`src/rtl/core/sldf_pkg.sv`:
```
// shared types and constants for the sync and length frame deframer
package sldf_pkg;

    localparam int POS_W      = 17;
    localparam int WORD_W     = 16;
    localparam int BYTE_W     = 8;
    localparam int FIFO_DEPTH = 4;

    localparam logic [BYTE_W-1:0] SYNC_FIRST  = 8'h23;
    localparam logic [BYTE_W-1:0] SYNC_SECOND = 8'h64;
    localparam logic [BYTE_W-1:0] SYNC_THIRD  = 8'h01;

    localparam logic [POS_W-1:0] END_EXTRA = 17'd6;

    localparam logic [POS_W-1:0] OFF_HUNT       = 17'd0;
    localparam logic [POS_W-1:0] OFF_SYNC_2     = 17'd1;
    localparam logic [POS_W-1:0] OFF_SYNC_3     = 17'd2;
    localparam logic [POS_W-1:0] OFF_LEN_LO     = 17'd3;
    localparam logic [POS_W-1:0] OFF_LEN_HI     = 17'd4;
    localparam logic [POS_W-1:0] OFF_CMD_LO     = 17'd5;
    localparam logic [POS_W-1:0] OFF_CMD_HI     = 17'd6;
    localparam logic [POS_W-1:0] OFF_PLEN_LO    = 17'd7;
    localparam logic [POS_W-1:0] OFF_PLEN_HI    = 17'd8;
    localparam logic [POS_W-1:0] OFF_FIRST_DATA = 17'd9;

    typedef struct packed {
        logic [BYTE_W-1:0] payload_byte;
        logic [POS_W-1:0]  byte_offset;
        logic [WORD_W-1:0] command;
        logic [WORD_W-1:0] length_field;
        logic [WORD_W-1:0] payload_length;
        logic              last;
    } result_t;

endpackage

```
`src/rtl/core/sldf_front.sv`:
```
// front part: sync hunt, header capture and classification of each received item
module sldf_front (
    input  logic                        clk,
    input  logic                        rst_n,
    input  logic                        in_valid,
    input  logic [sldf_pkg::BYTE_W-1:0] rx_byte,
    output logic                        res_valid,
    output sldf_pkg::result_t           res
);

    logic [sldf_pkg::POS_W-1:0]  position_reg;
    logic [sldf_pkg::POS_W-1:0]  position_next;
    logic [sldf_pkg::POS_W-1:0]  frame_end_reg;
    logic [sldf_pkg::POS_W-1:0]  frame_end_next;
    logic [sldf_pkg::WORD_W-1:0] len_reg;
    logic [sldf_pkg::WORD_W-1:0] len_next;
    logic [sldf_pkg::WORD_W-1:0] cmd_reg;
    logic [sldf_pkg::WORD_W-1:0] cmd_next;
    logic [sldf_pkg::WORD_W-1:0] plen_reg;
    logic [sldf_pkg::WORD_W-1:0] plen_next;
    logic [sldf_pkg::POS_W:0]    pos_inc;
    logic                        is_data;
    logic                        is_last;

    assign pos_inc = {1'b0, position_reg} + {{sldf_pkg::POS_W{1'b0}}, 1'b1};
    assign is_data = (position_reg >= sldf_pkg::OFF_FIRST_DATA);
    assign is_last = pos_inc[sldf_pkg::POS_W]
                     || (pos_inc[sldf_pkg::POS_W-1:0] >= frame_end_reg);

    always_comb
    begin
        position_next  = position_reg;
        frame_end_next = frame_end_reg;
        len_next       = len_reg;
        cmd_next       = cmd_reg;
        plen_next      = plen_reg;
        if (in_valid)
        begin
            case (position_reg)
                sldf_pkg::OFF_HUNT:
                begin
                    if (rx_byte == sldf_pkg::SYNC_FIRST)
                    begin
                        position_next = sldf_pkg::OFF_SYNC_2;
                    end
                end
                sldf_pkg::OFF_SYNC_2:
                begin
                    position_next = (rx_byte == sldf_pkg::SYNC_SECOND)
                                    ? sldf_pkg::OFF_SYNC_3 : sldf_pkg::OFF_HUNT;
                end
                sldf_pkg::OFF_SYNC_3:
                begin
                    position_next = (rx_byte == sldf_pkg::SYNC_THIRD)
                                    ? sldf_pkg::OFF_LEN_LO : sldf_pkg::OFF_HUNT;
                end
                sldf_pkg::OFF_LEN_LO:
                begin
                    len_next[7:0] = rx_byte;
                    position_next = sldf_pkg::OFF_LEN_HI;
                end
                sldf_pkg::OFF_LEN_HI:
                begin
                    len_next[15:8] = rx_byte;
                    frame_end_next = {1'b0, rx_byte, len_reg[7:0]} + sldf_pkg::END_EXTRA;
                    position_next  = sldf_pkg::OFF_CMD_LO;
                end
                sldf_pkg::OFF_CMD_LO:
                begin
                    cmd_next[7:0] = rx_byte;
                    position_next = sldf_pkg::OFF_CMD_HI;
                end
                sldf_pkg::OFF_CMD_HI:
                begin
                    cmd_next[15:8] = rx_byte;
                    position_next  = sldf_pkg::OFF_PLEN_LO;
                end
                sldf_pkg::OFF_PLEN_LO:
                begin
                    plen_next[7:0] = rx_byte;
                    position_next  = sldf_pkg::OFF_PLEN_HI;
                end
                sldf_pkg::OFF_PLEN_HI:
                begin
                    plen_next[15:8] = rx_byte;
                    position_next   = sldf_pkg::OFF_FIRST_DATA;
                end
                default:
                begin
                    position_next = is_last ? sldf_pkg::OFF_HUNT
                                            : pos_inc[sldf_pkg::POS_W-1:0];
                end
            endcase
        end
    end

    always_comb
    begin
        res_valid          = in_valid && is_data;
        res.payload_byte   = rx_byte;
        res.byte_offset    = position_reg;
        res.command        = cmd_reg;
        res.length_field   = len_reg;
        res.payload_length = plen_reg;
        res.last           = is_last;
    end

    always_ff @(posedge clk or negedge rst_n)
    begin
        if (!rst_n)
        begin
            position_reg <= sldf_pkg::OFF_HUNT;
        end
        else
        begin
            position_reg <= position_next;
        end
    end

    always_ff @(posedge clk or negedge rst_n)
    begin
        if (!rst_n)
        begin
            frame_end_reg <= '0;
            len_reg       <= '0;
            cmd_reg       <= '0;
            plen_reg      <= '0;
        end
        else
        begin
            frame_end_reg <= frame_end_next;
            len_reg       <= len_next;
            cmd_reg       <= cmd_next;
            plen_reg      <= plen_next;
        end
    end

endmodule

```
`src/rtl/core/sldf_queue.sv`:
```
// back part: result queue that holds items until they are popped
module sldf_queue #(
    parameter int DEPTH = sldf_pkg::FIFO_DEPTH
) (
    input  logic              clk,
    input  logic              rst_n,
    input  logic              wr_en,
    input  sldf_pkg::result_t wr_data,
    input  logic              rd_en,
    output sldf_pkg::result_t rd_data,
    output logic              full,
    output logic              empty
);

    localparam int PTR_W = (DEPTH > 1) ? $clog2(DEPTH) : 1;
    localparam int CNT_W = $clog2(DEPTH + 1);
    localparam logic [PTR_W-1:0] PTR_LAST = PTR_W'(DEPTH - 1);
    localparam logic [CNT_W-1:0] CNT_FULL = CNT_W'(DEPTH);
    localparam logic [CNT_W-1:0] CNT_ONE  = CNT_W'(1);

    sldf_pkg::result_t mem [DEPTH];

    logic [PTR_W-1:0] wr_ptr_reg;
    logic [PTR_W-1:0] wr_ptr_next;
    logic [PTR_W-1:0] rd_ptr_reg;
    logic [PTR_W-1:0] rd_ptr_next;
    logic [CNT_W-1:0] count_reg;
    logic [CNT_W-1:0] count_next;
    logic             do_wr;
    logic             do_rd;

    assign full    = (count_reg == CNT_FULL);
    assign empty   = (count_reg == '0);
    assign do_wr   = wr_en && !full;
    assign do_rd   = rd_en && !empty;
    assign rd_data = mem[rd_ptr_reg];

    always_comb
    begin
        wr_ptr_next = wr_ptr_reg;
        rd_ptr_next = rd_ptr_reg;
        count_next  = count_reg;
        if (do_wr)
        begin
            wr_ptr_next = (wr_ptr_reg == PTR_LAST) ? '0 : wr_ptr_reg + PTR_W'(1);
        end
        if (do_rd)
        begin
            rd_ptr_next = (rd_ptr_reg == PTR_LAST) ? '0 : rd_ptr_reg + PTR_W'(1);
        end
        if (do_wr && !do_rd)
        begin
            count_next = count_reg + CNT_ONE;
        end
        else if (do_rd && !do_wr)
        begin
            count_next = count_reg - CNT_ONE;
        end
    end

    always_ff @(posedge clk or negedge rst_n)
    begin
        if (!rst_n)
        begin
            wr_ptr_reg <= '0;
            rd_ptr_reg <= '0;
            count_reg  <= '0;
        end
        else
        begin
            wr_ptr_reg <= wr_ptr_next;
            rd_ptr_reg <= rd_ptr_next;
            count_reg  <= count_next;
        end
    end

    always_ff @(posedge clk)
    begin
        if (do_wr)
        begin
            mem[wr_ptr_reg] <= wr_data;
        end
    end

endmodule

```
`src/rtl/core/sync_length_frame_deframer_unit.sv`:
```
// top level of the sync and length frame deframer
// Takes one received byte per cycle whenever full is low. The front part hunts for the
// sync bytes 0x23 0x64 0x01, captures the frame length, command and payload length
// words, and turns every frame byte from offset 9 to the frame end (length plus 6,
// ten bytes at least) into one result item; sync and header bytes give none. Each result
// item is written into a result queue of FIFO_DEPTH entries and is shown on the output
// ports once the items before it are popped; full rises only when that queue is full, so
// with pop held high full stays low and the block takes one byte per cycle.
module sync_length_frame_deframer_unit #(
    parameter int FIFO_DEPTH = sldf_pkg::FIFO_DEPTH
) (
    input  logic                        clk,
    input  logic                        rst_n,
    input  logic                        push,
    output logic                        full,
    input  logic [sldf_pkg::BYTE_W-1:0] rx_byte,
    output logic                        empty,
    input  logic                        pop,
    output logic [sldf_pkg::BYTE_W-1:0] payload_byte,
    output logic [sldf_pkg::POS_W-1:0]  byte_offset,
    output logic [sldf_pkg::WORD_W-1:0] command,
    output logic [sldf_pkg::WORD_W-1:0] length_field,
    output logic [sldf_pkg::WORD_W-1:0] payload_length,
    output logic                        last
);

    logic              in_accept;
    logic              res_valid;
    sldf_pkg::result_t res;
    sldf_pkg::result_t head;

    assign in_accept = push && !full;

    sldf_front u_front (
        .clk       (clk),
        .rst_n     (rst_n),
        .in_valid  (in_accept),
        .rx_byte   (rx_byte),
        .res_valid (res_valid),
        .res       (res)
    );

    sldf_queue #(
        .DEPTH (FIFO_DEPTH)
    ) u_queue (
        .clk     (clk),
        .rst_n   (rst_n),
        .wr_en   (res_valid),
        .wr_data (res),
        .rd_en   (pop),
        .rd_data (head),
        .full    (full),
        .empty   (empty)
    );

    assign payload_byte   = head.payload_byte;
    assign byte_offset    = head.byte_offset;
    assign command        = head.command;
    assign length_field   = head.length_field;
    assign payload_length = head.payload_length;
    assign last           = head.last;

    a_not_full_and_empty: assert property (@(posedge clk) disable iff (!rst_n)
        !(full && empty))
        else $error("queue reports full and empty together");

    a_offset_min: assert property (@(posedge clk) disable iff (!rst_n)
        !empty |-> (byte_offset >= sldf_pkg::OFF_FIRST_DATA))
        else $error("result item with a header offset");

    a_offset_in_frame: assert property (@(posedge clk) disable iff (!rst_n)
        !empty |-> ((byte_offset == sldf_pkg::OFF_FIRST_DATA)
                    || ({1'b0, length_field} + sldf_pkg::END_EXTRA > byte_offset)))
        else $error("result item beyond the frame end");

    a_pop_frees: assert property (@(posedge clk) disable iff (!rst_n)
        (pop && !empty && !(push && !full)) |=> !full)
        else $error("queue still full after a pop without a push");

endmodule

```
`config.mk`:
```
export PLATFORM = sky130hd
export DESIGN_NAME = sync_length_frame_deframer_unit
export DESIGN_NICKNAME = d
export VERILOG_FILES = /design/src/rtl/core/sldf_pkg.sv /design/src/rtl/core/sldf_front.sv /design/src/rtl/core/sldf_queue.sv /design/src/rtl/core/sync_length_frame_deframer_unit.sv
export SDC_FILE = /design/constraint.sdc
export NUM_CORES = 1
export LEC_CHECK = 0
export BUFFER_PORTS_ARGS = -buffer_cell sky130_fd_sc_hd__clkbuf_2
export CORE_UTILIZATION = 35
export DETAILED_ROUTE_END_ITERATION = 6
export PLACE_DENSITY_LB_ADDON = 0.12
export SLEW_MARGIN = 0
export SYNTH_ARGS = -nofsm -noshare
export SYNTH_HDL_FRONTEND = slang
export SYNTH_SLANG_ARGS = --single-unit
```
`constraint.sdc`:
```
create_clock -name clk -period 6 [get_ports clk]
set_clock_uncertainty 0.15 [all_clocks]
set_input_delay 0.6 -clock clk [delete_from_list [all_inputs] [get_ports clk]]
set_output_delay 0.6 -clock clk [all_outputs]
set_load 0.01 [all_outputs]
```
* Word level (Yosys, flattened, before mapping)
Memories as Yosys holds them, arrays and structs flattened. Cells that the tools add are included.
Storage, ports and cells: RAM bits 296, input port bits 12, register bits after elaboration 89, memories kept 1
Operators by class: reductions and logical operators 21, muxes and demuxes 11, magnitude comparators 2, equality and inequality tests 15, add/subtract/negate cells 6
Memory list:
- u_queue.mem | words 4, width 74, read ports 1, clocked after Yosys merged registers in 0, wr ports 1, line sldf_queue.sv:21 | sldf_pkg::result_t mem [DEPTH];
Operators with widths (number):
- 17-bit one-hot mux with 9 select lines | 1
- 17-bit by 3-bit == test with 1-bit output, second input constant | 4
- 17-bit by 2-bit == test with 1-bit output, second input constant | 2
- 17-bit two-way mux | 2
- 17-bit by 1-bit adder with 18-bit output, second input constant | 1
- 16-bit by 3-bit adder with 17-bit output, second input constant | 1
- 17-bit by 1-bit == test with 1-bit output, second input constant | 1
- 17-bit by 4-bit == test with 1-bit output, second input constant | 1
- 17-bit >= comparator | 1
- 17-bit by 4-bit >= comparator with 1-bit output, second input constant | 1
- 17-bit logical NOT | 1
- 2-bit AND reduction | 7
- 8-bit by 1-bit == test with 1-bit output, second input constant | 1
- 8-bit by 6-bit == test with 1-bit output, second input constant | 1
- 8-bit by 7-bit == test with 1-bit output, second input constant | 1
- 2-bit two-way mux | 4
- 1-bit logical AND | 6
- 3-bit two-way mux | 2
- 2-bit by 1-bit adder with 2-bit output, second input constant | 2
- 2-bit == test, second input constant | 2
- 1-bit logical NOT | 4
- 3-bit by 1-bit adder with 3-bit output, second input constant | 1
- 3-bit == test, second input constant | 1
- 3-bit logical NOT | 1
- other kinds (5) | 6

* Logic depth before layout (Yosys ltp)
depth after elaboration 9, gate-level depth with buffers 14, depth with buffers taken out 12

* By module
A second synthesis with hierarchy kept.
Unflattened totals: cells, all modules 879, area, all modules 15742.6 um^2
By module, submodules not included:
- sldf_queue | cells an instance 424, times used 1, area each 11164.5 um^2
- sldf_front | cells an instance 454, times used 1, area each 4564.4 um^2
- sync_length_frame_deframer_unit | cells an instance 1, times used 1, area each 13.8 um^2

* Least setup slack after synthesis
OpenSTA, ideal clock, no wires.
path kind register to register, start register u_front.position_reg[1] in the netlist's numbering, end memory u_queue.mem[0][0] in the netlist's numbering (enable), arrival 3.023 ns, setup slack 2.386 ns, library setup time 0.440 ns, path buffers 0, period minus slack after synthesis 3.614 ns, stages on the path, launching flop included 7, cell sequence dfrtp_1 inv_1 ha_1 or4_1 a21oi_1 nor2_1 and2_1
Between the ends: cells in the longest elaborated chain, start to end 5
RTL lines:
- start: declaration | line sldf_front.sv:11 | logic [sldf_pkg::POS_W-1:0] position_reg;
- start signal: assignment | line sldf_front.sv:112 | position_reg <= sldf_pkg::OFF_HUNT;
- start signal: assignment | line sldf_front.sv:116 | position_reg <= position_next;
- 17-bit by 4-bit >= comparator with 1-bit output | line sldf_front.sv:26 | assign is_data = (position_reg >= sldf_pkg::OFF_FIRST_DATA);
- 1-bit logical AND | line sldf_front.sv:99 | res_valid = in_valid && is_data;
- 1-bit logical AND | line sldf_queue.sv:34 | assign do_wr = wr_en && !full;
- named net u_queue.do_wr | line sldf_queue.sv:29 | logic do_wr;
- 1-bit two-way mux | line sldf_queue.sv:79 | if (do_wr)
- 1-bit two-way mux (implied by the code) | line sldf_queue.sv:81 | mem[wr_ptr_reg] <= wr_data;
- end: declaration | line sldf_queue.sv:21
The timed path passes the listed nets, and every way through them passes these cells.

* Final worst setup path
start register u_front.position_reg[3] in the netlist's numbering, end register u_front.position_reg[15] in the netlist's numbering
Between the ends: cells in the longest elaborated chain, start to end 5, elaborated cells between the ends (all ways) 16, those cells by class add/sub: 1; order compare: 1; eq/ne: 9; mux: 2; reduce/logical: 3
RTL lines:
- 17-bit by 1-bit adder with 18-bit output | line sldf_front.sv:25 | assign pos_inc = {1'b0, position_reg} + {{sldf_pkg::POS_W{1'b0}}, 1'b1};
- 17-bit >= comparator | line sldf_front.sv:28 | || (pos_inc[sldf_pkg::POS_W-1:0] >= frame_end_reg);
- 1-bit logical OR | line sldf_front.sv:28
- 17-bit two-way mux | line sldf_front.sv:90 | position_next = is_last ? sldf_pkg::OFF_HUNT
- 17-bit one-hot mux with 9 select lines | line sldf_front.sv:39 | case (position_reg)
Parallel ways exist; a longest one is shown, timed or not. A chain may end at the register's enable or synchronous reset.

==> run summary <==
sequential share of the synthesized area: 71.2%
most common cell in the netlist: edfxtp_1
worst reg-to-reg setup slack: 1.66 ns
PD cells: 513 nW/um^2
WL per Instance: 21.9 microns
outcome: finished clean
layout cells sized above 1: 30.5%
endpoint class of the critical path: flop
Mapped Nets: 899
area of the core: 44100 sq um
std cell rows: 77
fmax: 230 MHz
Clk Latency, worst-skew pair: 0.56 ns
GR Util All Layers: 15.8%
# Post-CTS Setup Buffers: 0
cts repair resizes: 0
Detailed Route WL: 34.6 mm
fraction of registers with async set/reset: 23.1%
cell family with most CP delay: simple AND/OR/NAND/NOR gates
Final Cycle Share: 72.3%
via/cell ratio: 4.95
Clock Path Buffers: 3
hpwl dp: 20.0 mm
most frequent cells after synthesis: 296 x edfxtp_1, 89 x dfrtp_1, 74 x mux4_2
kind of critical path: reg2reg
total grt overflow: 0
register area: 11100 sq um
CTS root buf: clkbuf_16
ys flop type: edfxtp_1
top cell type's share of synthesized area: 57.0%
DRC Markers: 0
Crit path largest cell delay: 0.83 ns
Final nets: 999
relative slew slack: 28.2%
worst min path class: in2reg
yosys warns: 0
die width: 213 microns
WP buf/inv: 0
crit-path cells: and3_1 -> nand3_1 -> nor3_1 -> nand3_1 -> xnor2_1 -> ha_1 -> and3_1 -> nand4_1 -> a21oi_1 -> nor2_2 -> a32o_1
first-pass GRT wire length: 52.4 mm
CTS buffer count: 42
synthesis-to-layout area growth: 15.1%
antenna viol nets, final: 0
vias in the first global route: 8378
Max-cap violations: 0
Critical Path Fanout Max: 18
Slew @ Worst Pin: 1.08 ns
Post-synth EDFFs: 296
Synth area leaders: edfxtp_1 57%, dfrtp_1 14%, mux4_2 11%
# hold bufs at CTS: 1
Fill cells: 4083
syn avg cell area: 18.2 sq um
Final Hold Viols: 0
Leak Pwr: 0.00657 uW
Yosys cell types: 62
largest net degree at the start of global routing: 60
Slew Viols, Final: 0
Clock transition at path regs: 0.06 ns
Final Setup Violations: 0
min Tclk post-route: 4.34 ns
number of flip-flops in the largest register: 296
H-tree depth: 2
RSZ-0062 raised after global routing: no
post-synthesis instance area: 15600 sq um
Power Total: 9220 uW
clk sinks: 385
Mapped Cells: 858
via count: 7840
CP max stage cell: a21oi_1
cell accounting for the most synthesized area: edfxtp_1
starting density of the core: 35.4%
flops & latches, synth: 385
Worst setup SP type: flop
full die area: 45400 sq um
Max VDD drop: 0.189 mV
setup tns final: 0 ns
CTS tree: done
CP arrival: 4.63 ns
Multi-input gate area: 4180 sq um
input/output buffers: 87
Die Span Y: 213 microns
initial antenna violation count: 0
number of I/O pins: 88
Required @ worst endpoint: 6.29 ns
drt pass-1 iters: 4
1st-iter DRT viols: 381
routability congestion estimate: 0.768
[metrics by stage]
stage	worst slack (ns)	utilization [%]	std cells	hold WS (ns)	instance area, sq um
after floorplan	2.39	-	858	0.154	15600
after global placement	1.67	37.8	1505	0.319	16700
after detailed placement	1.65	37.8	1505	0.324	16700
after CTS	1.63	40.7	1583	0.289	18000
after global routing	1.31	40.7	1583	0.342	18000
final	1.66	40.7	1584	0.305	18000
[per-layer routing]
layer	wire, microns	global-route usage [%]
met5	0	0
met4	749	5.57
met2	16600	25.4
met3	1230	2.56
met1	16000	21.8
[tightest hold or removal path: cells and delay by family]
kind	cells	cell delay, ns
AO/OA/AOI/OAI	1	0.14
buffers and inverters	1	0.08
AND/OR/NAND/NOR	1	0.16
[cell usage in the layout (no fill, tap or decap), types with 3 or more instances in the layout]
cell type,instances
nor2_1,33
a21o_1,4
xor2_1,13
nor3_1,9
o21ai_0,19
mux4_2,74
o31ai_1,7
a32o_1,6
a21oi_1,18
ha_1,28
and2_1,4
nor4_1,3
clkinv_2,6
clkbuf_1,17
edfxtp_1,296
buf_4,11
and2_4,4
dfrtp_1,87
clkbuf_16,43
mux2_4,8
o21ai_1,4
and3_1,11
inv_1,27
nand2_1,38
a31o_2,3
nand2_2,4
clkbuf_2,86
nand3_1,14
xnor2_1,17
mux2_2,41
nand4_2,3
clkbuf_8,4
[where the power goes]
part	leakage (uW)	internal (uW)	switching, uW
registers	0.00382	3750	525
clock network	0.000632	1420	1030
logic	0.00212	1170	1330
total	0.00657	6330	2880
[cell families after synthesis]
group	count (synthesis)	synth area share, %
muxes	123	14.4
DFF	385	71.2
xor gates and xnor gates	30	1.68
AOI/OAI and AO/OA	76	3.23
and+or+nand+nor	146	5.03
buffers and inverters	69	2.04
adders and majority gates	29	2.37
[worst paths after layout]
check	startpoint	endpoint	depth (start not counted)
max	u_front.position_reg[3]	u_front.position_reg[15]	11
min	pop	u_queue.rd_ptr_reg[0]	3
max reg2reg	u_front.position_reg[3]	u_front.position_reg[15]	11
min reg2reg	u_front.frame_end_reg[1]	u_front.frame_end_reg[1]	2
max in group asynchronous	rst_n	u_queue.rd_ptr_reg[0]	3
min in group asynchronous	rst_n	u_queue.count_reg[1]	2
[final cells by class]
cell class                      count  share of cell area, %
Clock buffer                       64                   6.65
Timing Repair Buffer               98                   2.91
Inverter                           27                  0.564
Multi-Input combinational cell    404                   23.3
Tap cell                          592                   4.12
Antenna cell                        1                 0.0139
Clock inverter                     13                  0.564
Sequential cell                   385                   61.9
(Power assumes the default switching activity.)
